`src/rtl/packet_reorder_hold_buffer_core_macros.svh`:
```
// Assertion macros for the packet reorder hold buffer.
// Has no dependencies; included by the top level only.
`ifndef PACKET_REORDER_HOLD_BUFFER_CORE_MACROS_SVH
`define PACKET_REORDER_HOLD_BUFFER_CORE_MACROS_SVH
`ifndef SYNTH
`define PRHB_ASSERT_IMPLY(label, clk, rst_n, ante, cons) \
    label: assert property (@(posedge clk) disable iff (!rst_n) (ante) |-> (cons)) \
        else $error("assertion failed");
`define PRHB_ASSERT_NEXT(label, clk, rst_n, ante, cons) \
    label: assert property (@(posedge clk) disable iff (!rst_n) (ante) |=> (cons)) \
        else $error("assertion failed");
`else
`define PRHB_ASSERT_IMPLY(label, clk, rst_n, ante, cons)
`define PRHB_ASSERT_NEXT(label, clk, rst_n, ante, cons)
`endif
`endif

```
`src/rtl/prhb_pkg.sv`:
```
// Types, constants and state codes of the packet reorder hold buffer.
// Has no dependencies; used by the top level.
`default_nettype none
package prhb_pkg;
    localparam int MAX_HELD = 64;
    localparam int IDX_BITS = $clog2(MAX_HELD);
    localparam int CNT_BITS = $clog2(MAX_HELD + 1);
    localparam int TAG_BITS = 16;
    localparam int CFG_IDX_BITS = 3;
    localparam int CFG_DATA_BITS = 32;
    localparam int RNG_BITS = 32;
    localparam int BIT_CNT_BITS = $clog2(RNG_BITS);

    localparam logic [1:0] CMD_ARRIVE = 2'd0;
    localparam logic [1:0] CMD_POLL = 2'd1;
    localparam logic [1:0] CMD_FLUSH = 2'd2;
    localparam logic [1:0] CMD_RESERVED = 2'd3;

    localparam logic [CFG_IDX_BITS-1:0] REG_IN_EN = 3'd0;
    localparam logic [CFG_IDX_BITS-1:0] REG_OUT_EN = 3'd1;
    localparam logic [CFG_IDX_BITS-1:0] REG_CHANCE = 3'd2;
    localparam logic [CFG_IDX_BITS-1:0] REG_LIMIT = 3'd3;
    localparam logic [CFG_IDX_BITS-1:0] REG_DELAY = 3'd4;
    localparam logic [CFG_IDX_BITS-1:0] REG_SEED = 3'd5;

    typedef struct packed {
        logic [1:0] cmd;
        logic [TAG_BITS-1:0] packet_tag;
        logic is_outbound;
        logic [13:0] capture_roll;
        logic [31:0] now_ms;
    } t_in_item;

    typedef struct packed {
        logic has_packet;
        logic [TAG_BITS-1:0] out_tag;
        logic out_outbound;
        logic from_hold;
        logic still_holding;
        logic last;
    } t_out_item;

    typedef enum logic [3:0] {
        ST_IDLE,
        ST_RNG,
        ST_MOD,
        ST_RD_SWAP,
        ST_WR_I,
        ST_WR_J,
        ST_RD_OUT,
        ST_EMIT
    } t_state;
endpackage
`default_nettype wire

```
`src/rtl/packet_reorder_hold_buffer_core.sv`:
```
// Packet reorder hold buffer: hold store, shuffle sequencer and outputs.
// Depends on prhb_pkg and packet_reorder_hold_buffer_core_macros.svh.
//
// Commands enter on i_in when start is high and busy is low. Each result
// appears on o_out for one cycle with o_valid high; the receiver cannot stall.
// An arrival, a poll that releases nothing, an empty flush and an unknown
// command give one result in the next cycle and leave busy low, so such
// items can be issued every cycle.
// A releasing poll with n held packets first shuffles the store with n-1
// swaps, each index drawn by a bit-serial remainder unit from an xorshift
// draw. Packets then leave one at a time, each read through
// the registered store read port, the last one marked by o_out.last.
// A flush of n packets gives n results, oldest first.
// busy is high from the cycle after a release or flush starts until the
// last result appears; it is low again in the cycle of the last result.
// Configuration writes on i_cfg_we take effect at the next edge and must be
// made while busy is low.
// Reset clears the held count and the hold time, loads the registers with
// their defaults and the generator with seed 1. Store contents are not reset.
`default_nettype none
`include "packet_reorder_hold_buffer_core_macros.svh"
module packet_reorder_hold_buffer_core (
    input  wire logic i_clk,
    input  wire logic i_rst_n,
    input  wire logic start,
    input  wire prhb_pkg::t_in_item i_in,
    output logic busy,
    output logic o_valid,
    output prhb_pkg::t_out_item o_out,
    input  wire logic i_cfg_we,
    input  wire logic [prhb_pkg::CFG_IDX_BITS-1:0] i_cfg_idx,
    input  wire logic [prhb_pkg::CFG_DATA_BITS-1:0] i_cfg_data
);
    import prhb_pkg::*;

    logic [TAG_BITS:0] r_mem [MAX_HELD];
    logic [TAG_BITS:0] r_rd_a, r_rd_b;

    t_state r_state, n_state;
    logic r_in_en, r_out_en;
    logic [13:0] r_chance;
    logic [6:0] r_limit;
    logic [10:0] r_delay;
    logic [RNG_BITS-1:0] r_rng, n_rng;
    logic [CNT_BITS-1:0] r_count, n_count;
    logic [31:0] r_oldest, n_oldest;
    logic [IDX_BITS-1:0] r_i, n_i, r_j, n_j;
    logic [CNT_BITS-1:0] r_left, n_left, r_n, n_n;
    logic r_flush, n_flush;
    logic [RNG_BITS-1:0] r_dvd, n_dvd;
    logic [IDX_BITS-1:0] r_mr, n_mr;
    logic [BIT_CNT_BITS-1:0] r_bit, n_bit;
    logic r_valid, n_valid;
    t_out_item r_out, n_out;

    logic accept, enabled, capture, release_now;
    logic [CNT_BITS-1:0] eff_limit;
    logic [31:0] age;
    logic [RNG_BITS-1:0] rng_x;
    logic [IDX_BITS:0] mod_t, mod_d;
    logic mem_we;
    logic [IDX_BITS-1:0] mem_waddr;
    logic [TAG_BITS:0] mem_wdata;
    logic rd_en;
    logic [IDX_BITS-1:0] rd_addr_a;

    always_comb begin
        accept = start && (r_state == ST_IDLE);
        eff_limit = (r_limit > 7'(MAX_HELD)) ? CNT_BITS'(MAX_HELD) : CNT_BITS'(r_limit);
        enabled = i_in.is_outbound ? r_out_en : r_in_en;
        capture = (r_count < eff_limit) && enabled && (i_in.capture_roll < r_chance);
        age = i_in.now_ms - r_oldest;
        release_now = (r_count != '0) && ((r_count >= eff_limit) || (age >= 32'(r_delay)));
        rng_x = r_rng ^ (r_rng << 13);
        rng_x = rng_x ^ (rng_x >> 17);
        rng_x = rng_x ^ (rng_x << 5);
        mod_t = {r_mr, r_dvd[RNG_BITS-1]};
        mod_d = {1'b0, r_i} + (IDX_BITS+1)'(1);
    end

    always_comb begin
        n_state = r_state;
        case (r_state)
            ST_IDLE: begin
                if (accept && (i_in.cmd == CMD_POLL) && release_now) begin
                    n_state = (r_count == CNT_BITS'(1)) ? ST_RD_OUT : ST_RNG;
                end else if (accept && (i_in.cmd == CMD_FLUSH) && (r_count != '0)) begin
                    n_state = ST_RD_OUT;
                end
            end
            ST_RNG: n_state = ST_MOD;
            ST_MOD: n_state = (r_bit == '0) ? ST_RD_SWAP : ST_MOD;
            ST_RD_SWAP: n_state = ST_WR_I;
            ST_WR_I: n_state = ST_WR_J;
            ST_WR_J: n_state = (r_i == IDX_BITS'(1)) ? ST_RD_OUT : ST_RNG;
            ST_RD_OUT: n_state = ST_EMIT;
            ST_EMIT: n_state = (r_left == CNT_BITS'(1)) ? ST_IDLE : ST_RD_OUT;
            default: n_state = ST_IDLE;
        endcase
    end

    always_comb begin
        n_rng = r_rng;
        if (i_cfg_we && (i_cfg_idx == REG_SEED)) begin
            n_rng = i_cfg_data[RNG_BITS-1:0];
        end
        n_count = r_count;
        n_oldest = r_oldest;
        n_i = r_i;
        n_j = r_j;
        n_left = r_left;
        n_n = r_n;
        n_flush = r_flush;
        n_dvd = r_dvd;
        n_mr = r_mr;
        n_bit = r_bit;
        n_valid = 1'b0;
        n_out = '0;
        mem_we = 1'b0;
        mem_waddr = r_i;
        mem_wdata = r_rd_b;
        rd_en = 1'b0;
        rd_addr_a = r_i;
        case (r_state)
            ST_IDLE: begin
                if (accept) begin
                    n_valid = 1'b1;
                    n_out.last = 1'b1;
                    n_out.still_holding = (r_count != '0);
                    case (i_in.cmd)
                        CMD_ARRIVE: begin
                            if (capture) begin
                                if (r_count == '0) begin
                                    n_oldest = i_in.now_ms;
                                end
                                mem_we = 1'b1;
                                mem_waddr = r_count[IDX_BITS-1:0];
                                mem_wdata = {i_in.is_outbound, i_in.packet_tag};
                                n_count = r_count + CNT_BITS'(1);
                                n_out.still_holding = 1'b1;
                            end else begin
                                n_out.has_packet = 1'b1;
                                n_out.out_tag = i_in.packet_tag;
                                n_out.out_outbound = i_in.is_outbound;
                            end
                        end
                        CMD_POLL: begin
                            if (release_now) begin
                                n_valid = 1'b0;
                                n_count = '0;
                                n_n = r_count;
                                n_left = r_count;
                                n_flush = 1'b0;
                                n_i = IDX_BITS'(r_count - CNT_BITS'(1));
                            end
                        end
                        CMD_FLUSH: begin
                            if (r_count != '0) begin
                                n_valid = 1'b0;
                                n_count = '0;
                                n_left = r_count;
                                n_flush = 1'b1;
                                n_i = '0;
                            end
                        end
                        default: ;
                    endcase
                end
            end
            ST_RNG: begin
                n_rng = rng_x;
                n_dvd = rng_x;
                n_mr = '0;
                n_bit = BIT_CNT_BITS'(RNG_BITS - 1);
            end
            ST_MOD: begin
                n_mr = (mod_t >= mod_d) ? IDX_BITS'(mod_t - mod_d) : IDX_BITS'(mod_t);
                n_dvd = r_dvd << 1;
                n_bit = r_bit - BIT_CNT_BITS'(1);
                if (r_bit == '0) begin
                    n_j = (mod_t >= mod_d) ? IDX_BITS'(mod_t - mod_d) : IDX_BITS'(mod_t);
                end
            end
            ST_RD_SWAP: rd_en = 1'b1;
            ST_WR_I: begin
                mem_we = 1'b1;
                mem_waddr = r_i;
                mem_wdata = r_rd_b;
            end
            ST_WR_J: begin
                mem_we = 1'b1;
                mem_waddr = r_j;
                mem_wdata = r_rd_a;
                n_i = (r_i == IDX_BITS'(1)) ? IDX_BITS'(r_n - CNT_BITS'(1))
                                             : r_i - IDX_BITS'(1);
            end
            ST_RD_OUT: rd_en = 1'b1;
            ST_EMIT: begin
                n_valid = 1'b1;
                n_out.has_packet = 1'b1;
                n_out.out_tag = r_rd_a[TAG_BITS-1:0];
                n_out.out_outbound = r_rd_a[TAG_BITS];
                n_out.from_hold = 1'b1;
                n_out.last = (r_left == CNT_BITS'(1));
                n_left = r_left - CNT_BITS'(1);
                n_i = r_flush ? r_i + IDX_BITS'(1) : r_i - IDX_BITS'(1);
            end
            default: ;
        endcase
    end

    always_ff @(posedge i_clk) begin
        if (mem_we) begin
            r_mem[mem_waddr] <= mem_wdata;
        end
        if (rd_en) begin
            r_rd_a <= r_mem[rd_addr_a];
            r_rd_b <= r_mem[r_j];
        end
    end

    always_ff @(posedge i_clk) begin
        r_i <= n_i;
        r_j <= n_j;
        r_left <= n_left;
        r_n <= n_n;
        r_flush <= n_flush;
        r_dvd <= n_dvd;
        r_mr <= n_mr;
        r_bit <= n_bit;
        r_out <= n_out;
        if (!i_rst_n) begin
            r_state <= ST_IDLE;
            r_count <= '0;
            r_oldest <= '0;
            r_valid <= 1'b0;
            r_in_en <= 1'b1;
            r_out_en <= 1'b1;
            r_chance <= 14'd1000;
            r_limit <= 7'd5;
            r_delay <= 11'd200;
            r_rng <= RNG_BITS'(1);
        end else begin
            r_state <= n_state;
            r_count <= n_count;
            r_oldest <= n_oldest;
            r_valid <= n_valid;
            r_rng <= n_rng;
            if (i_cfg_we) begin
                case (i_cfg_idx)
                    REG_IN_EN: r_in_en <= i_cfg_data[0];
                    REG_OUT_EN: r_out_en <= i_cfg_data[0];
                    REG_CHANCE: r_chance <= i_cfg_data[13:0];
                    REG_LIMIT: r_limit <= i_cfg_data[6:0];
                    REG_DELAY: r_delay <= i_cfg_data[10:0];
                    default: ;
                endcase
            end
        end
    end

    assign busy = (r_state != ST_IDLE);
    assign o_valid = r_valid;
    assign o_out = r_out;

    `PRHB_ASSERT_IMPLY(a_count_range, i_clk, i_rst_n, 1'b1, r_count <= CNT_BITS'(MAX_HELD))
    `PRHB_ASSERT_IMPLY(a_empty_is_last, i_clk, i_rst_n, o_valid && !o_out.has_packet, o_out.last)
    `PRHB_ASSERT_IMPLY(a_more_means_busy, i_clk, i_rst_n, o_valid && !o_out.last, busy)
    `PRHB_ASSERT_NEXT(a_release_empties, i_clk, i_rst_n, busy, r_count == '0)
endmodule
`default_nettype wire

```
`config.mk`:
```
export PLATFORM = sky130hd
export DESIGN_NAME = packet_reorder_hold_buffer_core
export DESIGN_NICKNAME = d
export VERILOG_FILES = /design/src/rtl/prhb_pkg.sv /design/src/rtl/packet_reorder_hold_buffer_core.sv
export VERILOG_INCLUDE_DIRS = /design/src /design/src/rtl
export SDC_FILE = /design/constraint.sdc
export NUM_CORES = 2
export LEC_CHECK = 0
export BUFFER_PORTS_ARGS = -buffer_cell sky130_fd_sc_hd__buf_2
export CORE_MARGIN = 2
export CORE_UTILIZATION = 60
export CTS_CLUSTER_DIAMETER = 40
export DETAILED_ROUTE_END_ITERATION = 10
export PLACE_DENSITY = 0.8
export REMOVE_ABC_BUFFERS = 1
export SLEW_MARGIN = 20
export SYNTH_ARGS = -nofsm -noshare
export SYNTH_HDL_FRONTEND = slang
export SYNTH_SLANG_ARGS = --single-unit
export TNS_END_PERCENT = 1
```
`constraint.sdc`:
```
create_clock -name i_clk -period 13 [get_ports i_clk]
set_input_delay 0.65 -clock i_clk [delete_from_list [all_inputs] [get_ports i_clk]]
set_output_delay 0.65 -clock i_clk [all_outputs]
set_load 0.005 [all_outputs]
```
==> Word level (Yosys, flattened, before mapping) <==
Memory sizes are Yosys's and may differ from the RTL's. A register that Yosys moved wholly into a read port is not among the register bits.
Cells that the tools add are included.
{ "word_totals": {"regBits": 200, "ramBits": 1088, "in_bits": 104, "out_inout_bits": 23, "n_memories": 1} }
{ "classes": {"add_sub_neg": 10, "magnitude_cmp": 6, "n_eq_ne": 25, "mux": 63, "n_bitwise": 3, "n_reduce_logical": 38} }
{ "memory_table": {"columns": ["memory", "depth", "width", "rd", "rd_ports_with_merged_regs", "wr", "line_no", "text"], "rows": [
  ["r_mem", 64, 17, 2, 2, 1, "packet_reorder_hold_buffer_core.sv:36", "logic [TAG_BITS:0] r_mem [MAX_HELD];"]
]} }
{ "op_table": {"columns": ["op", "n"], "rows": [
  ["two-way mux 32 bit", 2],
  ["one-hot mux 32 bit (2 select lines)", 1],
  ["bitwise XOR 32 bit", 2],
  ["two-way mux 18 bit", 3],
  ["two-way mux 6 bit", 9],
  ["two-way mux 17 bit", 3],
  ["two-way mux 7 bit", 7],
  ["one-hot mux 18 bit (2 select lines)", 1],
  ["one-hot mux 6 bit (2 select lines)", 3],
  ["one-hot mux 17 bit (2 select lines)", 1],
  [">= comparator 32 x 11 -> 1 bit", 1],
  ["one-hot mux 4 bit (8 select lines)", 1],
  ["subtractor 32 bit", 1],
  ["bitwise XOR 32 x 15 -> 32 bit", 1],
  ["one-hot mux 7 bit (2 select lines)", 2],
  ["one-hot mux 7 bit (3 select lines)", 1],
  ["AND reduction 5 bit", 4],
  ["one-hot mux 6 bit (3 select lines)", 1],
  ["subtractor 6 x 1 -> 6 bit (second input constant)", 3],
  ["two-way mux 1 bit", 17],
  ["== test 4 x 3 -> 1 bit (second input constant)", 4],
  ["== test 7 x 1 -> 1 bit (second input constant)", 2],
  [">= comparator 7 bit", 2],
  ["< comparator 14 bit", 1],
  ["other kinds (38)", 72]
]} }

==> Longest topological paths before layout <==
{ "depth": {"ltp_word": 11, "ltp_mapped": 20} }

==> Worst setup path before layout <==
Ideal clock, no wire load.
{ "synth_path": {"path_type": "in2reg", "from": "input port i_in[3] (netlist name)", "to": "register r_left[0] (enable)", "setup_time_ns": 0.325, "t_arrival_ns": 4.454, "setup_slack_ns": 8.221, "cell_stages": 16, "path_buffers": 0, "path_cell_list": "ha_1 > and2_1 > a221oi_1 > nand2_1 > a31oi_1 > o21ai_0 > xor2_1 > ha_1 > a21o_1 > a2111oi_0 > nand4_1 > a2111o_1 > nor4_1 > nand4_1 > nor3_4 > o211ai_1"} }
{ "synth_via": {"elab_chain_cells": 6} }
{ "synth_lines": {"columns": ["item", "line_no", "text"], "rows": [
  ["start: declaration", "packet_reorder_hold_buffer_core.sv:26", "input wire prhb_pkg::t_in_item i_in,"],
  ["subtractor 32 bit", "packet_reorder_hold_buffer_core.sv:72", "age = i_in.now_ms - r_oldest;"],
  [">= comparator 32 x 11 -> 1 bit", "packet_reorder_hold_buffer_core.sv:73", "release_now = (r_count != '0) && ((r_count >= eff_limit) || (age >= 32'(r_delay)));"],
  ["logical OR 1 bit", "packet_reorder_hold_buffer_core.sv:73", null],
  ["logical AND 1 bit", "packet_reorder_hold_buffer_core.sv:73", null],
  ["inequality test 3 bit (no line)", null, null],
  ["AND reduction 5 bit (no line)", null, null],
  ["end signal: assignment", "packet_reorder_hold_buffer_core.sv:225", "r_left <= n_left;"],
  ["end: declaration", "packet_reorder_hold_buffer_core.sv:48", "logic [CNT_BITS-1:0] r_left, n_left, r_n, n_n;"]
]} }
Every way passes these cells.
A chain may end at the register's enable or synchronous reset.

==> Final worst setup path <==
{ "layout_path": {"from": "register r_count[5]", "to": "memory r_mem[14][15] (netlist name) (enable)"} }
{ "layout_via": {"elab_chain_cells": 9} }
{ "layout_lines": {"columns": ["item", "line_no", "text"], "rows": [
  ["start: declaration", "packet_reorder_hold_buffer_core.sv:45", "logic [CNT_BITS-1:0] r_count, n_count;"],
  ["start signal: assignment", "packet_reorder_hold_buffer_core.sv:245", "r_count <= n_count;"],
  ["< comparator 7 bit", "packet_reorder_hold_buffer_core.sv:71", "capture = (r_count < eff_limit) && enabled && (i_in.capture_roll < r_chance);"],
  ["logical AND 1 bit (2 in a row)", "packet_reorder_hold_buffer_core.sv:71", null],
  ["two-way mux 1 bit", "packet_reorder_hold_buffer_core.sv:132", "if (capture) begin"],
  ["two-way mux 1 bit", "packet_reorder_hold_buffer_core.sv:130", "case (i_in.cmd)"],
  ["two-way mux 1 bit", "packet_reorder_hold_buffer_core.sv:126", "if (accept) begin"],
  ["one-hot mux 1 bit (2 select lines)", "packet_reorder_hold_buffer_core.sv:124", "case (r_state)"],
  ["two-way mux 1 bit", "packet_reorder_hold_buffer_core.sv:213", "if (mem_we) begin"],
  ["two-way mux 1 bit (implied by the code)", "packet_reorder_hold_buffer_core.sv:214", "r_mem[mem_waddr] <= mem_wdata;"],
  ["end: declaration", "packet_reorder_hold_buffer_core.sv:36", null]
]} }
Parallel ways exist; a longest one is shown, timed or not.

==> flow_metrics.tcl <==
set metrics [dict create \
    die_y_um 330 \
    tightest_slew_ns 1.16 \
    status "complete, no violations" \
    crit_fanout 28 \
    dp_hpwl_mm 113 \
    insertion_delay_ns 0.77 \
    post-route-period-util 0.422 \
    fill_cells 6580 \
    ant_nets 0 \
    drc 0 \
    drv_slew 0 \
    grt_pass1_vias 38100 \
    root_buffer "clkbuf_16" \
    crit_path_top_delay_cell "nor2_2" \
    cts.htree.levels 4 \
    critPathMaxStageDelay_ns 1.15 \
    synth-compound-area-share 0.0426 \
    ys_warn_count 0 \
    drtIter0Drc 6310 \
    synth_ff_type "edfxtp_1" \
    crit_path_end_kind "register" \
    stdcell_area_um2 71200 \
    vias_per_cell 7.37 \
    antenna_found_initial 15 \
    io_buffers 126 \
    cts_buffers 161 \
    hold_viol 0 \
    startpoint_type "register" \
    synth_edf_count 1191 \
    synth-seq-area-share 0.602 \
    first_pass_iters 6 \
    postSynthAreaPerCell_um2 17.3 \
    dpl_cell_area_um2 65800 \
    fin_skew_ns 0.0320 \
    synthArstFlopShare 0 \
    area_growth_pct 11.9 \
    crit_required_ns 13.36 \
    crit_buf_inv 1 \
    final_common_cell "edfxtp_1" \
    clockBufferDepth 3 \
    path_cells "ha_1 -> nand2_1 -> o21ai_0 -> nor4_1 -> o221a_2 -> and3_1 -> buf_4 -> a31o_2 -> and3_1 -> nand3_1 -> nor2_2" \
    initial_utilization 0.605 \
    synth-adder-area-share 0.0169 \
    final_cell_mix "1191 x edfxtp_1, 714 x mux4_2, 284 x nand2_1, 164 x clkbuf_16, 130 x dfxtp_1" \
    cts_hold_buf 0 \
    clock.fmax_mhz 182 \
    grtUsageTotal 0.342 \
    die_w_um 330 \
    p_total_mw 10.4 \
    cp_top_family "simple AND/OR/NAND/NOR gates" \
    period_minus_slack_ns 5.48 \
    synth_xor_area_frac 0.0149 \
    ir_drop_mv 0.135 \
    syn-cell-area_um2 63700 \
    final-setup-viol-count 0 \
    fin_util 0.677 \
    rows 119 \
    dieArea_um2 109000 \
    yosys.cell_types.count 75 \
    synth_top_family_by_area "multiplexers" \
    synth-seq-cells 1321 \
    grt.overflow.total 0 \
    critPathArrivalTime_ns 5.84 \
    grt_setup_unrepaired "false" \
    cts_tree "done" \
    grt_pass1_wl_mm 267 \
    post_cts_buffers 0 \
    setup_ws_ns 7.52 \
    relSlewSlack 0.228 \
    drv_cap 0 \
    place_congestion 0.974 \
    powerDensity_nw_per_um2 146 \
    p_leak_nw 22.9 \
    clock-sinks 1321 \
    ctsResizeCount 0 \
    clk_pin_slew_ns 0.06 \
    synth.mux.area_fraction 0.258 \
    avgRoutedWirePerCell_um 34.6 \
    synth-simple-area-share 0.0446 \
    crit_top_cell "and3_1" \
    synthCells 3672 \
    hold_path_class "input port to register" \
    fin_nets 3948 \
    drive_gt1_frac 0.326 \
    dp_slack_ns 7.47 \
    wl_mm 183 \
    crit_type "register to register" \
    grt_start_max_net_pins 152 \
    io_pins 127 \
    vias 39000 \
    coreArea_um2 105000 \
]
## final timing paths
check / startpoint / to / slack [ns] / cells past startpoint
setup / recovery: r_count[5] / r_mem[14][15] / 7.52 / 11
hold / removal: i_in[29] / r_oldest[29] / 0.15 / 3
setup reg to reg: r_count[5] / r_mem[14][15] / 7.52 / 11
hold reg to reg: r_oldest[10] / r_oldest[10] / 0.45 / 2
## tightest hold or removal path, cell delays in order
cell and delay (ns):
buf_2 0.11, nand2_1 0.05, a21oi_1 0.05
## layer usage
metal  vias to the layer above  track usage  share of wire
met5                         -      0.00565        0.00079
met4                        10        0.144          0.052
met3                       540        0.115           0.14
met2                      3228        0.510           0.46
met1                     19900        0.469           0.35
li1                      15300            -              -
## cells in the mapped netlist (18+ instances only)
master       n  area [µm²]
a21o_1      24         180
nand3_1     30         150
a22oi_1     21         158
inv_1       93         349
nand4_1     19         119
a22o_1      18         158
o21ai_0     63         315
mux4_2     714       16100
edfxtp_1  1191       35800
o211ai_1    25         188
nor3_1      35         175
nand2_1    302        1130
clkbuf_1   188         706
xor2_1      43         377
dfxtp_1    130        2600
nor2_1     187         702
a211oi_1    27         203
a21oi_1    116         581
ha_1        83        1040
buf_1       64         240
xnor2_1     65         569
## cell families (layout without fill, tap and decap cells)
group | Yosys count | count (layout)
XOR/XNOR | 108 | 108
AND/OR/NAND/NOR | 658 | 658
flip-flops | 1321 | 1321
adder cells (fa/ha/maj) | 85 | 85
buffers and inverters | 351 | 568
AO/OA/AOI/OAI | 403 | 403
other | 0 | 6
multiplexers | 746 | 746
## stage by stage
stage               setup TNS [ns]  std cells  hold WS (ns)
global placement                 0       4987         0.442
finish                           0       5286         0.149
detailed placement               0       4987         0.446
global route                     0       5284         0.144
floorplan                  -279.77       3414         0.431
CTS                              0       5280         0.118
## flip-flops by register name, indices dropped and copies added, names as in the netlist, 3 cells and up
signal / flops
r_mem: 1088
r_dvd: 32
r_oldest: 32
r_rng: 32
o_out: 21
r_rd_a: 17
r_rd_b: 17
r_chance: 14
r_delay: 11
r_count: 7
r_left: 7
r_limit: 7
r_i: 6
r_j: 6
r_mr: 6
r_n: 6
r_bit: 5
r_state: 3
## report_power, final
part	total [mW]	switching, mW	internal [mW]
registers	4.79	0.0441	4.75
logic	1.08	0.682	0.401
clock network	4.51	1.84	2.67
## final cells by class
cell class,instances,area [µm²],share of cell area
antenna,6,15.0,0.000211
clock buffer,190,4220,0.0593
clock inverter,103,1140,0.0160
inverter,93,349,0.00490
multi-input combinational,2000,24300,0.341
sequential,1321,38400,0.539
tap,1391,1740,0.0244
timing repair buffer,182,1130,0.0158
No activity file was read; power rests on OpenSTA's default activity.
